<file path="src/rtl/firf_pkg.sv">
`default_nettype none
// ----------------------------------------------------------------------------
// firf_pkg
// Shared types and constants for the FIR filter with flush tail.
// ----------------------------------------------------------------------------
package firf_pkg;

  localparam int TAPS      = 8;                 // filter length, 2..8
  localparam int MAX_TAPS  = 8;                 // coefficient registers / tree width
  localparam int SAMPLE_W  = 16;
  localparam int COEF_W    = 16;
  localparam int PROD_W    = SAMPLE_W + COEF_W; // 32
  localparam int PAIR_W    = PROD_W + 1;        // 33
  localparam int QUAD_W    = PROD_W + 2;        // 34
  localparam int OUT_W     = 35;
  localparam int CFG_IDX_W = 3;
  localparam int FLUSH_W   = $clog2(TAPS);

  localparam logic [FLUSH_W-1:0] FLUSH_LEN  = FLUSH_W'(TAPS - 1);
  localparam logic [FLUSH_W-1:0] FLUSH_LAST = FLUSH_W'(1);

  typedef struct packed {
    logic signed [SAMPLE_W-1:0] sample;
    logic                       final_sample;
  } in_item_t;

  typedef struct packed {
    logic signed [OUT_W-1:0] filtered;
    logic                    burst_end;
  } out_item_t;

  // One filter step issued by the sequencer into the MAC pipeline.
  typedef struct packed {
    logic vld;
    logic burst_end;
  } step_t;

  typedef logic signed [TAPS-1:0][SAMPLE_W-1:0]     tap_vec_t;
  typedef logic signed [MAX_TAPS-1:0][COEF_W-1:0]   coef_vec_t;

endpackage : firf_pkg
`default_nettype wire

</file>
<file path="src/rtl/firf_front.sv">
`default_nettype none
// ----------------------------------------------------------------------------
// firf_front
// Input side: accepts samples into a two-entry queue for the sequencer.
// ----------------------------------------------------------------------------
module firf_front (
  input  wire logic              clk,
  input  wire logic              rst_n,
  input  wire logic              in_valid,
  output logic                   in_ready,
  input  wire firf_pkg::in_item_t in_data,
  output logic                   q_valid,
  output firf_pkg::in_item_t     q_item,
  input  wire logic              q_pop
);

  firf_pkg::in_item_t mem_r [2];
  logic               wr_ptr_r, wr_ptr_nxt;
  logic               rd_ptr_r, rd_ptr_nxt;
  logic [1:0]         cnt_r, cnt_nxt;
  logic               push;
  logic               pop;

  assign in_ready = (cnt_r != 2'd2);
  assign push     = in_valid && in_ready;
  assign q_valid  = (cnt_r != 2'd0);
  assign pop      = q_pop && q_valid;
  assign q_item   = mem_r[rd_ptr_r];

  always_comb begin
    wr_ptr_nxt = push ? ~wr_ptr_r : wr_ptr_r;
    rd_ptr_nxt = pop ? ~rd_ptr_r : rd_ptr_r;
    cnt_nxt    = cnt_r + {1'b0, push} - {1'b0, pop};
  end

  always_ff @(posedge clk) begin
    if (!rst_n) begin
      wr_ptr_r <= 1'b0;
      rd_ptr_r <= 1'b0;
      cnt_r    <= 2'd0;
    end else begin
      wr_ptr_r <= wr_ptr_nxt;
      rd_ptr_r <= rd_ptr_nxt;
      cnt_r    <= cnt_nxt;
    end
  end

  always_ff @(posedge clk) begin
    if (push) begin
      mem_r[wr_ptr_r] <= in_data;
    end
  end

endmodule : firf_front
`default_nettype wire

</file>
<file path="config.mk">
export PLATFORM = sky130hd
export DESIGN_NAME = firf_front
export DESIGN_NICKNAME = d
export VERILOG_FILES = /design/src/rtl/firf_pkg.sv /design/src/rtl/firf_front.sv
export SDC_FILE = /design/constraint.sdc
export NUM_CORES = 1
export LEC_CHECK = 0
export ABC_CLOCK_PERIOD_IN_PS = 1600
export BUFFER_PORTS_ARGS = -buffer_cell sky130_fd_sc_hd__buf_2
export CAP_MARGIN = 15
export CELL_PAD_IN_SITES_DETAIL_PLACEMENT = 2
export CELL_PAD_IN_SITES_GLOBAL_PLACEMENT = 2
export CORE_ASPECT_RATIO = 1.4
export CORE_UTILIZATION = 30
export DETAILED_ROUTE_END_ITERATION = 16
export PLACE_DENSITY_LB_ADDON = 0.08
export RECOVER_POWER = 25
export SYNTH_ARGS = -nofsm -noshare
export SYNTH_HDL_FRONTEND = slang
export SYNTH_SLANG_ARGS = --single-unit
</file>
<file path="constraint.sdc">
create_clock -name clk -period 1.6 [get_ports clk]
set_input_delay 0.08 -clock clk [delete_from_list [all_inputs] [get_ports clk]]
set_output_delay 0.08 -clock clk [all_outputs]
set_load 0.03 [all_outputs]
</file>
## Word-level counts from Yosys, hierarchy flattened

Memory sizes are Yosys's and may differ from the RTL's. A register that Yosys moved wholly into a read port is not among the register bits.
Index checks and enable logic that the tools add are counted.

| storage, ports and cells | value |
|---|---|
| word-level logic and storage cells | 16 |
| input bits | 21 |
| register bits | 4 |
| bits in latches | 0 |
| output and inout port bits | 19 |
| memories kept | 1 |
| bits in read-only memories | 0 |
| bits in writable memories | 34 |

| operators by class | value |
|---|---|
| eq/ne operators | 1 |
| div/mod/pow operators | 0 |
| reduce and logical (&&, ||, !) cells | 3 |
| shifts and indexed selects | 0 |
| bitwise logic cells | 2 |
| magnitude comparators | 0 |
| multipliers | 0 |
| multiplexer cells | 4 |
| add/subtract/negate cells | 2 |

Memories:

| name | depth | width | read ports | clocked after memory_dff | write ports | RTL line | source |
|---|---|---|---|---|---|---|---|
| mem_r | 2 | 17 | 1 | 1 | 1 | firf_front.sv:17 | `firf_pkg::in_item_t mem_r [2];` |

Operators with widths:

| operator | number |
|---|---|
| $mux W1 | 4 |
| $add A2 B1 Y2 | 1 |
| $logic_and A1 B1 Y1 | 2 |
| $ne A2 B2 Y1 const B | 1 |
| $not A1 Y1 | 2 |
| $reduce_bool A2 Y1 | 1 |
| $sub A2 B1 Y2 | 1 |

## Depth between registers and ports, before layout

| logic depth | value |
|---|---|
| word-level depth | 4 |
| depth in mapped cells | 8 |
| mapped depth without buffers | 8 |

## Least setup slack after synthesis

OpenSTA, ideal clock, no wires.

| timing path | value |
|---|---|
| path type | flip-flop to flip-flop |
| from | register cnt_r[0] |
| to | memory mem_r[0][0] (netlist name), enable pin |
| required time | 1,210 ps |
| path slack | -376 ps |
| clock period less this slack | 1,976 ps |
| path buffers | 0 |
| stages on the path, launching flop included | 4 |
| arrival | 1,585 ps |
| library setup time | 390 ps |
| path through | dfxtp_1 > nand2b_1 > nand2_1 > nor2_1 |

| between the ends | value |
|---|---|
| cells in the longest elaborated chain, start to end | 4 |

RTL lines:

| element | RTL line | source |
|---|---|---|
| start, declared | firf_front.sv:20 | `logic [1:0] cnt_r, cnt_nxt;` |
| start signal, assigned | firf_front.sv:44 | `cnt_r <= cnt_nxt;` |
| $ne A2 B2 Y1 | firf_front.sv:24 | `assign in_ready = (cnt_r != 2'd2);` |
| net in_ready | firf_front.sv:10 | `output logic in_ready,` |
| $logic_and A1 B1 Y1 | firf_front.sv:25 | `assign push = in_valid && in_ready;` |
| $mux W1 | firf_front.sv:49 | `if (push) begin` |
| $mux W1 (implied by the code) | firf_front.sv:50 | `mem_r[wr_ptr_r] <= in_data;` |
| end, declared | firf_front.sv:17 |  |

The timed path passes the listed nets, and every way through them passes these cells.

## Worst setup path after layout

| timing path | value |
|---|---|
| from | register cnt_r[1] |
| to | register cnt_r[1] |

| between the ends | value |
|---|---|
| elaborated cells on any way between the ends | 6 |
| classes of those cells | 2 x add/sub; 1 x eq/ne; 3 x reduce/logical |

RTL lines:

| element | RTL line | source |
|---|---|---|
| $reduce_bool A2 Y1 | firf_front.sv:26 | `assign q_valid = (cnt_r != 2'd0);` |
| $logic_and A1 B1 Y1 | firf_front.sv:27 | `assign pop = q_pop && q_valid;` |
| net pop | firf_front.sv:22 | `logic pop;` |
| $sub A2 B1 Y2 | firf_front.sv:33 | `cnt_nxt = cnt_r + {1'b0, push} - {1'b0, pop};` |

The timed path passes the listed nets, and every way through them passes these cells.
A chain may end at the register's enable or synchronous reset.

==> impl_results.md <==
* Antenna Nets Post-Route at 0
* Reg2reg start: cnt_r[1]
* Period utilization at 94.8%
* Reg2reg end: cnt_r[1]
* Routability Congestion at 0.651
* Worst EP required at 1.78 ns
* Area share of the largest cell type after synthesis at 67.3%
* Post-DR vias/cell at 4.29
* Fmax at 659 MHz
* Worst slew pin tran at 0.220 ns
* Die area at 0.00535 mm^2
* Port bufs at 39
* CTS Sinks at 39
* Core area at 0.00484 mm^2
* Startpoint Class: register
* Filler cells at 475
* Slowest cell on the critical path: dfxtp_4
* Pin count of the biggest net entering global routing at 13
* Syn Inst Count at 77
* Synth Register Bits at 39
* Routed len/inst at 14.6 um
* Hold Startpoint: rst_n
* CP arrival at 1.69 ns
* Most frequent CP cell: ha_4
* Max-Cap Viols at 0
* Worst-case clock buffer depth at 2
* Initial cell density of the core at 31.3%
* Vias in the first global route at 1030
* Share of the yosys chip area belonging to registers at 73.9%
* Cell depth of the worst flop-to-flop path at 7
* Ant. Diodes at 0
* DPL Wire Length at 2130 um
* CTS tree: yes
* Worst hold path class: input port to register
* Crit-path cells: o21a_4 > ha_4 > inv_2 > ha_4 > xnor2_2 > xnor2_1 > and2_1
* Setup crit end kind: register
* Pre-CTS setup slack at -0.0326 ns
* Final #Nets at 173
* Final WL at 3150 um
* Critical Path Max Stage Delay at 0.37 ns
* WHS Path Cells at 2
* Synth area leader: edfxtp_1
* # DRC at 0
* Hold slack final at 0.107 ns
* Via count at 923
* # H-tree levels at 2
* Sequential cell area at 0.00113 mm^2
* Cell area after synthesis at 0.00152 mm^2
* Area of the multi-input gates at 417 um^2
* Total GRT Usage at 13.5%
* Yosys cell types at 18
* Post-Syn Nets at 100
* Initial antenna violation count at 0
* Area Overhead vs Synth at 43.7%
* R2r setup slk at 0.08 ns
* Worst slew margin at 85.2%
* Avg Synthesized Cell Area at 19.7 um^2
* Min Clock Period, post-route at 1.52 ns
* Chip width at 62.1 um
* Hold Vio Cnt, Final at 0
* Clock buffer count from CTS at 5
* Placed Area at 0.00183 mm^2
* Warnings from Yosys at 0
* PwrDens at 1570 mW/mm^2
* Hold endpoint: cnt_r[1]
* Main area contributors after synthesis: edfxtp_1 (67%), mux2_4 (9.9%), dfxtp_1 (6.6%)
* CP Max Fanout at 4
* Status: completed
* Share of post-route cells with drive strength above 1 at 51.7%
* Setup TNS Final at 0 ns
* Fin worst setup slack at 0.0835 ns
* Peak supply drop at 0.000883 V
* Clock latency on the worst-skew pair at 0.28 ns
* CP bufs+invs at 1
* Static leakage at 0.000848 uW
* Total grt overflow at 0
* Crit Path Category: register to register
* Final instance area at 0.00218 mm^2
* Endpoints failing setup at 0
* Root Buffer: clkbuf_8
* Clock transition at path regs at 0.07 ns
* I/O pin count at 40
* Global-route wire length before repair at 5020 um
* Top Family by Delay on Critical Path: adder cells
* Pre-Repair DR Iteration Count at 2
* RSZ-0062 raised after global routing: false
* Die Y-Extent at 86.1 um
* Pins over their slew limit at 0
* Initial drt markers at 6
* Fin Clk Skew at 0.00499 ns
* # rows at 30
## worst reg2reg max path, cell delays in order, from the launching register on
cell     delay [ns]
dfxtp_4        0.37
o21a_4         0.21
ha_4           0.26
inv_2          0.04
ha_4           0.15
xnor2_2        0.13
xnor2_1        0.12
and2_1         0.14
## repair_timing
| item | CTS | global route |
|---|---|---|
| endpoints found under the setup margin | 1 | 1 |
| endpoints found under the hold margin | 34 | 0 |
| resized for setup | 5 | 5 |
| setup buffers | 2 | 2 |
| hold buffers | 17 | 0 |
| pin swaps | 3 | 4 |
## final cells by class
| type | instances | share of cell area [%] |
|---|---|---|
| clock buffer | 5 | 3.16 |
| clock inverter | 3 | 1.78 |
| inverter | 1 | 0.172 |
| multi-input combinational | 35 | 19.1 |
| sequential | 39 | 51.7 |
| tap | 64 | 3.67 |
| timing repair buffer | 68 | 20.4 |
## sequential cells by signal (all words and copies together) (netlist names), named ones only
signal / flops
cnt_r: 2
wr_ptr_r: 1
rd_ptr_r: 1
mem_r: 34
## per-layer routing
| layer | up-vias | wire length (um) | track usage, % |
|---|---|---|---|
| met1 | 460 | 1150 | 14.3 |
| met4 | 0 | 53 | 5.45 |
| met5 | - | 0 | 0 |
| li1 | 432 | - | - |
| met3 | 5 | 137 | 2.71 |
| met2 | 26 | 1800 | 24.7 |
## power breakdown
part | internal, uW | leakage (uW) | switching (uW) | total, uW
sequential | 1290 | 0.000360 | 70.7 | 1360
clock | 456 | 0.0000556 | 326 | 782
combinational | 581 | 0.000433 | 702 | 1280
## cell usage after synthesis
| master | n |
|---|---|
| nand2_1 | 2 |
| or2_2 | 1 |
| mux2i_1 | 1 |
| nor2_1 | 1 |
| dfxtp_1 | 5 |
| nand2b_1 | 2 |
| ha_1 | 2 |
| buf_6 | 1 |
| o21a_2 | 1 |
| buf_12 | 1 |
| and2_1 | 2 |
| and3_1 | 1 |
| edfxtp_1 | 34 |
| mux2_4 | 10 |
| xnor2_1 | 3 |
| nor2b_1 | 2 |
| inv_1 | 1 |
| mux2_2 | 7 |
## cell usage in the layout, fill, tap and decap left out
cell,instances
edfxtp_1,34
buf_2,30
dlygate4sd3_1,17
buf_4,12
mux2_4,10
clkbuf_1,8
mux2_2,7
clkbuf_8,5
dfxtp_1,3
xnor2_1,2
nor2b_1,2
and2_1,2
ha_4,2
o21a_4,1
nand2b_4,1
nand2_4,1
or2_2,1
inv_2,1
and3_1,1
nor2_2,1
nand2b_1,1
nand2_1,1
mux2i_1,1
xnor2_2,1
bufinv_16,1
clkinv_1,1
clkinv_2,1
dfxtp_2,1
dfxtp_4,1
clkbuf_2,1
## cell families after synthesis
| logic type | Yosys count | synth area share, % |
|---|---|---|
| XOR/XNOR | 3 | 1.73 |
| flip-flops | 39 | 73.9 |
| AO/OA/AOI/OAI | 1 | 0.578 |
| buffers and inverters | 3 | 2.31 |
| AND/OR/NAND/NOR | 11 | 4.04 |
| multiplexers | 18 | 15.8 |
| adder cells (fa/ha/maj) | 2 | 1.65 |
## through the flow
stage / instances / total power, uW / utilization (%)
2_1_floorplan: 77 / 2210 / -
3_3_place_gp: 186 / 2470 / 37.9
3_5_place_dp: 186 / 2520 / 37.9
4_1_cts: 213 / 3400 / 44.4
5_1_grt: 215 / 3590 / 45.0
6_report: 215 / 3430 / 45.0
## worst max-delay path by stage
stage,start,to,slack (ns),cells after the start
after floorplan,cnt_r[0],cnt_r[1],0.006,8
after global placement,cnt_r[1],cnt_r[1],0.03,7
after detailed placement,cnt_r[1],cnt_r[1],-0.03,7
after CTS,cnt_r[1],cnt_r[1],0.007,7
after global routing,register,q_item[16],0.03,3
final,cnt_r[1],cnt_r[1],0.08,7
(Power assumes the default switching activity.)
