### src/rtl/firf_pkg.sv
`default_nettype none
// ----------------------------------------------------------------------------
// firf_pkg
// Shared types and constants for the FIR filter with flush tail.
// ----------------------------------------------------------------------------
package firf_pkg;

  localparam int TAPS      = 8;                 // filter length, 2..8
  localparam int MAX_TAPS  = 8;                 // coefficient registers / tree width
  localparam int SAMPLE_W  = 16;
  localparam int COEF_W    = 16;
  localparam int PROD_W    = SAMPLE_W + COEF_W; // 32
  localparam int PAIR_W    = PROD_W + 1;        // 33
  localparam int QUAD_W    = PROD_W + 2;        // 34
  localparam int OUT_W     = 35;
  localparam int CFG_IDX_W = 3;
  localparam int FLUSH_W   = $clog2(TAPS);

  localparam logic [FLUSH_W-1:0] FLUSH_LEN  = FLUSH_W'(TAPS - 1);
  localparam logic [FLUSH_W-1:0] FLUSH_LAST = FLUSH_W'(1);

  typedef struct packed {
    logic signed [SAMPLE_W-1:0] sample;
    logic                       final_sample;
  } in_item_t;

  typedef struct packed {
    logic signed [OUT_W-1:0] filtered;
    logic                    burst_end;
  } out_item_t;

  // One filter step issued by the sequencer into the MAC pipeline.
  typedef struct packed {
    logic vld;
    logic burst_end;
  } step_t;

  typedef logic signed [TAPS-1:0][SAMPLE_W-1:0]     tap_vec_t;
  typedef logic signed [MAX_TAPS-1:0][COEF_W-1:0]   coef_vec_t;

endpackage : firf_pkg
`default_nettype wire

### src/rtl/firf_seq.sv
`default_nettype none
// ----------------------------------------------------------------------------
// firf_seq
// Back-end sequencer: owns the delay line, issues at most one valid step per advance and
// runs the zero-input flush after a final sample.
// ----------------------------------------------------------------------------
module firf_seq (
  input  wire logic               clk,
  input  wire logic               rst_n,
  input  wire logic               adv,
  input  wire logic               q_valid,
  input  wire firf_pkg::in_item_t q_item,
  output logic                    q_pop,
  output firf_pkg::step_t         step,
  output firf_pkg::tap_vec_t      taps
);

  localparam logic ST_RUN   = 1'b0;
  localparam logic ST_FLUSH = 1'b1;

  logic                           state_r, state_nxt;
  logic [firf_pkg::FLUSH_W-1:0]   cnt_r, cnt_nxt;
  firf_pkg::tap_vec_t             dly_r, dly_nxt;
  firf_pkg::step_t                step_r, step_nxt;
  logic                           shift;
  logic signed [firf_pkg::SAMPLE_W-1:0] shift_val;

  assign q_pop = adv && (state_r == ST_RUN) && q_valid;
  assign step  = step_r;
  assign taps  = dly_r;

  // After TAPS-1 zero shifts only the oldest entry is nonzero, and the next
  // shift drops it, so the post-burst clear needs no extra pass.
  always_comb begin
    state_nxt = state_r;
    cnt_nxt   = cnt_r;
    shift     = 1'b0;
    shift_val = '0;
    step_nxt  = step_r;
    if (adv) begin
      step_nxt = '0;
      unique case (state_r)
        ST_RUN: begin
          if (q_valid) begin
            shift     = 1'b1;
            shift_val = q_item.sample;
            step_nxt.vld = 1'b1;
            if (q_item.final_sample) begin
              state_nxt = ST_FLUSH;
              cnt_nxt   = firf_pkg::FLUSH_LEN;
            end
          end
        end
        ST_FLUSH: begin
          shift        = 1'b1;
          step_nxt.vld = 1'b1;
          cnt_nxt      = cnt_r - firf_pkg::FLUSH_W'(1);
          if (cnt_r == firf_pkg::FLUSH_LAST) begin
            step_nxt.burst_end = 1'b1;
            state_nxt          = ST_RUN;
          end
        end
        default: state_nxt = ST_RUN;
      endcase
    end
    dly_nxt = dly_r;
    if (shift) begin
      for (int k = firf_pkg::TAPS - 1; k > 0; k--) begin
        dly_nxt[k] = dly_r[k-1];
      end
      dly_nxt[0] = shift_val;
    end
  end

  always_ff @(posedge clk) begin
    if (!rst_n) begin
      state_r <= ST_RUN;
      cnt_r   <= '0;
      dly_r   <= '0;
      step_r  <= '0;
    end else begin
      state_r <= state_nxt;
      cnt_r   <= cnt_nxt;
      dly_r   <= dly_nxt;
      step_r  <= step_nxt;
    end
  end

endmodule : firf_seq
`default_nettype wire

### config.mk
export PLATFORM = sky130hd
export DESIGN_NAME = firf_seq
export DESIGN_NICKNAME = d
export VERILOG_FILES = /design/src/rtl/firf_pkg.sv /design/src/rtl/firf_seq.sv
export SDC_FILE = /design/constraint.sdc
export NUM_CORES = 1
export LEC_CHECK = 0
export ABC_CLOCK_PERIOD_IN_PS = 2400
export BUFFER_PORTS_ARGS = -buffer_cell sky130_fd_sc_hd__buf_2
export CAP_MARGIN = 20
export CORE_MARGIN = 8
export CORE_UTILIZATION = 54
export DETAILED_ROUTE_END_ITERATION = 16
export GPL_TIMING_DRIVEN = 0
export PLACE_DENSITY = 0.92
export SLEW_MARGIN = 20
export SYNTH_ARGS = -nofsm -noshare
export SYNTH_HDL_FRONTEND = slang
export SYNTH_SLANG_ARGS = --single-unit
export TNS_END_PERCENT = 1
### constraint.sdc
create_clock -name clk -period 2.4 [get_ports clk]
set_input_delay 0.48 -clock clk [delete_from_list [all_inputs] [get_ports clk]]
set_output_delay 0.48 -clock clk [all_outputs]
set_load 0.005 [all_outputs]
# Word-level counts from Yosys, hierarchy flattened
# Cells that the tools add are included.
[op_classes]
add_sub_neg = 1
n_bitwise = 1
n_reduce_logical = 3
mux = 15
eq_ne = 3
[ops]
columns = ["op", "count"]
rows = [
  ["two-way mux 16 bit", 3],
  ["two-way mux 1 bit", 7],
  ["two-way mux 3 bit", 2],
  ["one-hot mux 3 bit (2 select lines)", 1],
  ["inequality test 2 bit (second input constant)", 2],
  ["one-hot mux 1 bit (2 select lines)", 2],
  ["== test 3 x 1 -> 1 bit (second input constant)", 1],
  ["AND reduction 3 bit", 1],
  ["subtractor 3 x 1 -> 3 bit (second input constant)", 1],
  ["logical AND 1 bit", 2],
  ["inverter 1 bit", 1],
]
[totals]
register_bits = 134

# Logic depth before layout (Yosys ltp)
# Gate-level depths: netlist of run 1.
[logic_depth]
word_depth = 3
mapped_depth = 7

# Worst setup path after synthesis of run 1
# Ideal clock, no wire load.
[synth_path]
path_kind = "input port to output port"
start = "in adv"
end = "out q_pop"
required_ns = 1.920
arrival_ns = 1.071
stages = 4
path_slack_ns = 0.849
n_path_buf = 2
cell_sequence = "buf_6 nand3b_1 buf_2 inv_1"
[synth_between]
elab_chain_cells = 2
[synth_rtl]
columns = ["element", "line", "rtl"]
rows = [
  ["start: declaration", "firf_seq.sv:10", "input wire logic adv,"],
  ["logical AND 1 bit (2 in a row)", "firf_seq.sv:28", "assign q_pop = adv && (state_r == ST_RUN) && q_valid;"],
  ["end: declaration", "firf_seq.sv:13", "output logic q_pop,"],
]
# No other way between the ends.

# Worst setup path after layout of run 1
[layout_path]
start = "reg state_r"
end = "out q_pop"
[layout_between]
elab_chain_cells = 3
[layout_rtl]
columns = ["element", "line", "rtl"]
rows = [
  ["start: declaration", "firf_seq.sv:21", "logic state_r, state_nxt;"],
  ["start signal: assignment", "firf_seq.sv:82", "state_r <= state_nxt;"],
  ["inverter 1 bit", "-", ""],
  ["logical AND 1 bit (2 in a row)", "firf_seq.sv:28", ""],
]
# No other way between the ends.

==> results, run 1 <==
- During synthesis, Yosys emitted a total of 0 warnings.
- The number of CTS-inserted buffers is 17.
- The later pin in the worst-skew pair is clocked with a latency of 520 ps.
- The first global-routing pass estimated 22500 um of wire.
- The maximum fanout along the worst path is 10.
- The worst setup path is captured at an output pin.
- The cell type contributing the most total cell area after synthesis is dfxtp_1.
- Once the clock tree was built, the setup fixing pass inserted 0 buffers.
- Of the total synthesized cell area, the portion taken by XOR and XNOR cells is 0%.
- The ratio of cells with drive above 1 in the final layout is 30.0%.
- After floorplanning, the core was divided into 34 placement rows.
- The critical setup path kind is reg2out.
- The height of the chip is 109 um.
- The via count of the first global-routing pass is 4567.
- The total congestion overflow is 0.
- The core region is 0.00859 mm2.
- The worst path arrival time is 1800 ps.
- 0 antenna diodes ended up in the layout.
- The portion of the clock cycle consumed by the worst path in the final layout is 95.2%.
- The minimum period implied by the final worst setup slack is 2280 ps.
- On the final layout, the worst clock skew is 5.39 ps.
- The simple-gate share of the synthesized area is 19.8%.
- After clock tree synthesis, the clock-pin slew on the worst setup and hold paths is 60 ps.
- The setup TNS after final layout is 0 ps.
- Setup violations remaining at the end of the flow were counted as 0.
- The count of endpoints failing hold in the final timing report came to 0.
- Synthesis produced 532 cells.
- TritonCTS built the clock tree.
- For this design the static power due to leakage is 0.00276 uW.
- The initial detailed-routing violation count is 209.
- The primary flip-flop cell chosen by synthesis mapping is dfxtp_1.
- Summing the areas of all compound-gate instances in the mapped netlist gives 15.8% of the synthesized area.
- The worst endpoint required time is 1920 ps.
- The synthesis-to-layout area growth is 32.7%.
- The number of routed nets with antenna violations is 0.
- The die is 109 um wide.
- The clock root buffer is clkbuf_8.
- The max-slew violation total from the final report is 0.
- The CTS H-tree depth is 4.
- The congestion estimate from routability-driven global placement came to 0.882.
- By area, the combinational part of the netlist is dominated by simple AND/OR/NAND/NOR gates.
- The number of antenna violations at the first check in global routing is 0.
- In this run the worst setup path begins at state_r.
- For this run, the top clock speed supported by timing is 0.438 GHz.
- Averaged over all synthesized cells, the footprint is 8.86 um2.
- Once the floorplan was initialized, standard cells occupied 54.8% of the core.
- The post-synthesis sequential area ratio is 56.9%.
- In this run the cell area measured after placement is 0.00560 mm2.
- The worst supply voltage drop on vdd is 538 uV.
- The clock tree buffer depth is 2.
- In the layout the commonest cells are 161 x buf_2, 134 x dfxtp_1, 115 x nand3_1, 93 x o21ai_0, 81 x nand2_1.
- For this design, the CTS-stage hold fixing added 0 buffers.
- In the routed design, unresolved DRC markers number 0.
- Detailed placement finished with a half-perimeter wire length of 10800 um.
- The number of vias per cell after detailed routing is 5.61.
- Of all flip-flops after synthesis, the portion carrying an async set or reset was 0%.
- Leaving out fill and tap cells, the most frequent cell in the layout is buf_2.
- The adder-cell share of the synthesized area is 0.531%.
- The total standard cell area after synthesis is 0.00471 mm2.
- The run finished with clean final reports.
- The beginning of the worst register-to-register path is state_r.
- The number of storage elements in the synthesis netlist is 134.
- In this run the tightest slew margin relative to its limit is 58.6%.
- At the end of the flow, the number of nets in the layout was 724.
- The worst min-delay path class is in2reg.
- Input and output buffers added on the ports amount to 150.
- The worst hold path begins at q_item[10].
- The pre-antenna-repair detailed-routing pass consisted of 5 iterations.
- The count of flip-flops with a built-in enable after synthesis is 0.
- The total number of vias is 4612.
- The synthesized net count is 555.
- The count of cells resized by post-cts repair is 0.
- The number of library cell types mapped by synthesis is 27.
- The power density normalized to cell area is 858 mW/mm2.
- Setup repair after global routing left no endpoint under its margin.
- Ranked by total cell area, the synthesized netlist is headed by dfxtp_1 57%, nand3_1 12%, o21ai_0 9.9%.
- The category of the worst setup path launch point is a flop.
- Clock tree synthesis found a total of 134 sinks.
- The reported max-cap violation count is 0.
- The multiplexer area fraction after synthesis is 0%.
- The design area is 0.00625 mm2.
- In the final routed layout, each cell accounts on average for 17.6 um.
- 152 I/O pins were placed.
- For this block, the routed nets add up to 14500 um of wire.
- The full die area is 0.0120 mm2.
- Across every metal layer, demand over resource in global routing totals 24.1%.
- The top cell type's share of synthesized area is 56.9%.
- At the pin with the least slew margin, the transition time is 620 ps.
- Entering global routing, the biggest net connects 17 pins.
## logic make-up after synthesis
| logic type | Yosys count |
|---|---|
| buf+inv | 54 |
| compound gates | 138 |
| simple gates | 204 |
| flops | 134 |
| fa+ha+maj | 2 |
## worst paths after layout
path	endpoint	slack (ps)	cells after the start
hold reg to reg	taps[117]	470	2
setup / recovery	q_pop	120	5
setup reg to reg	taps[108]	1050	4
hold / removal	taps[9]	210	3
## flip-flops by register name, indices dropped and copies added, names as in the netlist
name     cells
taps       128
cnt_r        3
step         2
state_r      1
## stage by stage
step / cells / total power (uW) / utilization, % / setup WS [ps] / hold WS [ps]
after global routing: 822 / 5520 / 72.8 / 23.8 / 196
after detailed placement: 790 / 2590 / 65.1 / 385 / 459
after CTS: 822 / 5380 / 72.8 / 100 / 195
final: 822 / 5370 / 72.8 / 115 / 209
after global placement: 790 / 2580 / 65.1 / 405 / 448
after floorplan: 532 / 2490 / - / 849 / 461
## worst max-delay path, stage by stage (launching register included)
cell      delay [ps]
dfxtp_1          300
buf_6            130
nand3b_1         380
buf_2            300
inv_1             60
buf_2            100
## cells in the mapped netlist (2+ instances only)
| master | n |
|---|---|
| a21boi_0 | 2 |
| buf_1 | 4 |
| buf_2 | 11 |
| buf_4 | 2 |
| buf_6 | 13 |
| clkbuf_1 | 17 |
| clkbuf_2 | 4 |
| dfxtp_1 | 134 |
| ha_1 | 2 |
| inv_1 | 3 |
| nand2_1 | 81 |
| nand2b_1 | 2 |
| nand3_1 | 115 |
| o211a_1 | 2 |
| o21ai_0 | 93 |
| o21ai_1 | 22 |
| o22ai_1 | 15 |
## power by group
part	leakage, uW	internal [uW]	total (uW)	switching [uW]
Sequential	0.00108	2250	2270	15.2
Clock	0.000309	1870	2820	950
Combinational	0.00137	92.9	279	186
Total	0.00276	4220	5370	1150
## per-layer routing
layer	vias to the layer above	GRT usage [%]	part of all wire (%)	wire (um)
met5	-	0	0	0
met4	0	9.16	1.5	213
met3	22	10.4	12	1670
met2	214	41.0	48	6990
met1	2168	26.0	39	5630
li1	2208	-	-	-
## cell type report
type | count | area [um2]
flip-flops and latches | 134 | 2680
inverters | 3 | 11.3
well taps | 108 | 135
clock buffers | 20 | 455
clock inverters | 12 | 199
multi-input cells | 344 | 1700
plain buffers | 51 | 315
repair buffers | 150 | 751
fillers | 614 | 2340
Note: power is estimated with default switching activity, not from simulation.
==> run 2, diff against run 1 <==
--- a/config.mk
+++ b/config.mk
@@ -6,8 +6,9 @@
 export NUM_CORES = 1
 export LEC_CHECK = 0
 export ABC_CLOCK_PERIOD_IN_PS = 2400
-export BUFFER_PORTS_ARGS = -buffer_cell sky130_fd_sc_hd__buf_2
+export BUFFER_PORTS_ARGS = -buffer_cell sky130_fd_sc_hd__buf_4
 export CAP_MARGIN = 20
+export CORE_ASPECT_RATIO = 0.7
 export CORE_MARGIN = 8
 export CORE_UTILIZATION = 54
 export DETAILED_ROUTE_END_ITERATION = 16
==> results, run 2 (same netlist as run 1, synthesis figures left out) <==
- In the global route stage, overall resource usage came out at 25.9%.
- The full die area is 0.0120 mm2.
- The final hold slack is 331 ps.
- The post-detailed-placement half-perimeter wirelength is 11300 um.
- The number of routed nets with antenna violations is 0.
- The maximum single-stage delay on the critical path is 390 ps.
- After detailed routing, the number of remaining DRC violations is 0.
- In the routed layout, each cell is associated on average with a via count of 5.77.
- From bottom edge to top edge, the die measures 94.2 um.
- The final worst-path setup slack is 185 ps.
- The total number of vias is 4810.
- The wire length per cell is 18.6 um.
- The run finished with clean final reports.
- Post-CTS repair changed the size of 0 cells.
- Cells with a size suffix above 1 make up 29.4% of the layout.
- Among all stages on the critical path, the largest delay is contributed by nand3b_1.
- The worst endpoint required time is 1920 ps.
- The number of flip-flops under the largest register name is 128.
- After clock tree synthesis, the setup repair step added 0 buffers.
- The iteration count of the initial detailed-routing pass is 7.
- The routed design has 15500 um of wire.
- Row generation in the floorplan step produced 28 rows.
- After detailed placement, the total cell area comes to 0.00599 mm2.
- The number of clock buffers added by TritonCTS is 17.
- After clock tree synthesis, the clock-pin slew on the worst setup and hold paths is 60 ps.
- The via count of the first global-routing pass came to 4716.
- The worst supply voltage drop on vdd is 561 uV.
- The sink count of the clock tree is 134.
- Before CTS, the worst setup slack after placement is 356 ps.
- The horizontal die dimension is 128 um.
- The type of destination of the critical path is an output pin.
- The tool flagged a number of max-cap violations equal to 0.
- The TritonCTS clock tree is built.
- The final antenna diode count is 0.
- For the pin with the worst max-slew slack, the measured transition is 561 ps.
- The clock root buffer is clkbuf_16.
- The placer congestion estimate is 0.852.
- Measured against its own limit, the worst slew margin works out to 62.6%.
- The initial detailed-routing violation count is 401.
- The total congestion overflow is 0.
- The core region is 0.00848 mm2.
- The number of port buffers is 150.
- The number of buffer and inverter stages on the critical path is 4.
- The worst setup path is of the reg2out kind.
- Setup repair after global routing left no endpoint under its margin.
- The maximum fanout along the worst path is 10.
- The worst hold path begins at q_item[6].
- Fill cells in the final layout number 553.
- In this run the critical register-to-register path is launched from state_r.
- In this run the worst hold path is classified as in2reg.
- The first global-routing pass estimated 24400 um of wire.
- Between clock sinks in the finished design, the worst skew comes to 6.04 ps.
- The initial core utilization is 55.6%.
- The number of cells traversed by the worst register-to-register path is 4.
- The max-slew violation total from the final report is 0.
- The endpoint identified for the worst register-to-register timing path is taps[15].
- Counting instances, the worst hold path has a depth of 3.
- STA classifies the critical path startpoint as a flop.
- Setup violations remaining at the end of the flow were counted as 0.
- The count of endpoints failing hold in the final timing report came to 0.
- The hold-fix buffer count after cts is 0.
- The number of top-level pins is 152.
- CTS built an H-tree with a depth of 4.
- Setup total negative slack on the finished layout was measured at 0 ps.
- The number of nets in the finished design is 724.
- In this run the deepest clock path goes through 2 buffers.
- The library cell used most frequently in the layout, excluding fill and tap cells, is buf_4.
- Setup slack on the worst reg-to-reg path comes out at 1000 ps.
- The top cell types in the final layout, fill and taps aside, are 152 x buf_4, 134 x dfxtp_1, 115 x nand3_1, 93 x o21ai_0, 81 x nand2_1.
- For the worst setup path, the data arrival time is 1730 ps.
- On the critical path the largest part of the delay comes from buffers and inverters.
- The design area is 0.00664 mm2.
- Relative to the synthesized area, the layout overhead comes to 40.9%.
- The insertion delay to the later sink of the worst-skew pair is 410 ps.
- Summed over all cells, the static leakage comes to 0.00277 uW.
- The portion of the clock cycle consumed by the worst path in the final layout is 92.3%.
- The minimum period implied by the final worst setup slack is 2210 ps.
- Based on the critical path, the design can be clocked at up to 0.452 GHz.
- The pin count of the biggest net entering global routing is 17.
- The number of antenna violations at the first check in global routing is 0.
- The power density normalized to cell area is 816 mW/mm2.
- The end point of the most critical hold path is taps[5].
- Traced cell by cell, the critical path runs through buf_6 -> nand3b_1 -> buf_2 -> inv_1 -> buf_4.
[run 2: cell count changes in the layout (fill, tap and decap cells not counted), sizes merged]
cell | before | now
clkbuf | 41 | 45
clkinvlp | 4 | 0
[run 2: per-layer routing]
metal	vias up	GRT usage, %	part of all wire [%]
met3	43	9.69	11
met4	0	11.9	2.6
met2	287	42.7	46
met1	2274	29.7	40
li1	2206	-	-
met5	-	0	0
[run 2: worst reg2reg max path, cell delays in order, from the launching register on]
cell      delay [ps]
dfxtp_1          300
buf_6            130
nand3b_1         390
buf_2            330
o22ai_1          170
[run 2: area by class of cell]
class / instances / area (um2) / area share (%)
flip-flops and latches: 134 / 2680 / 40.4
multi-input cells: 344 / 1700 / 25.7
repair buffers: 150 / 1130 / 17.0
clock buffers: 24 / 482 / 7.26
plain buffers: 51 / 315 / 4.75
clock inverters: 8 / 169 / 2.54
well taps: 120 / 150 / 2.26
inverters: 3 / 11.3 / 0.170
[run 2: worst max path at each step]
stage | from | to | cells past startpoint
finish | state_r | q_pop | 5
global route | state_r | q_pop | 5
CTS | state_r | q_pop | 5
detailed placement | adv | q_pop | 6
global placement | adv | q_pop | 6
floorplan | adv | q_pop | 4
[run 2: metrics by stage]
stage,cells,power (uW),utilization [%]
final,834,5420,78.3
after global placement,802,2600,70.6
after floorplan,532,2490,-
after global routing,834,5550,78.3
after detailed placement,802,2610,70.6
after CTS,834,5430,78.3
[run 2: power breakdown]
part	total, uW	switching [uW]	internal [uW]
clock network	2840	919	1930
logic	304	191	113
registers	2270	17.0	2250
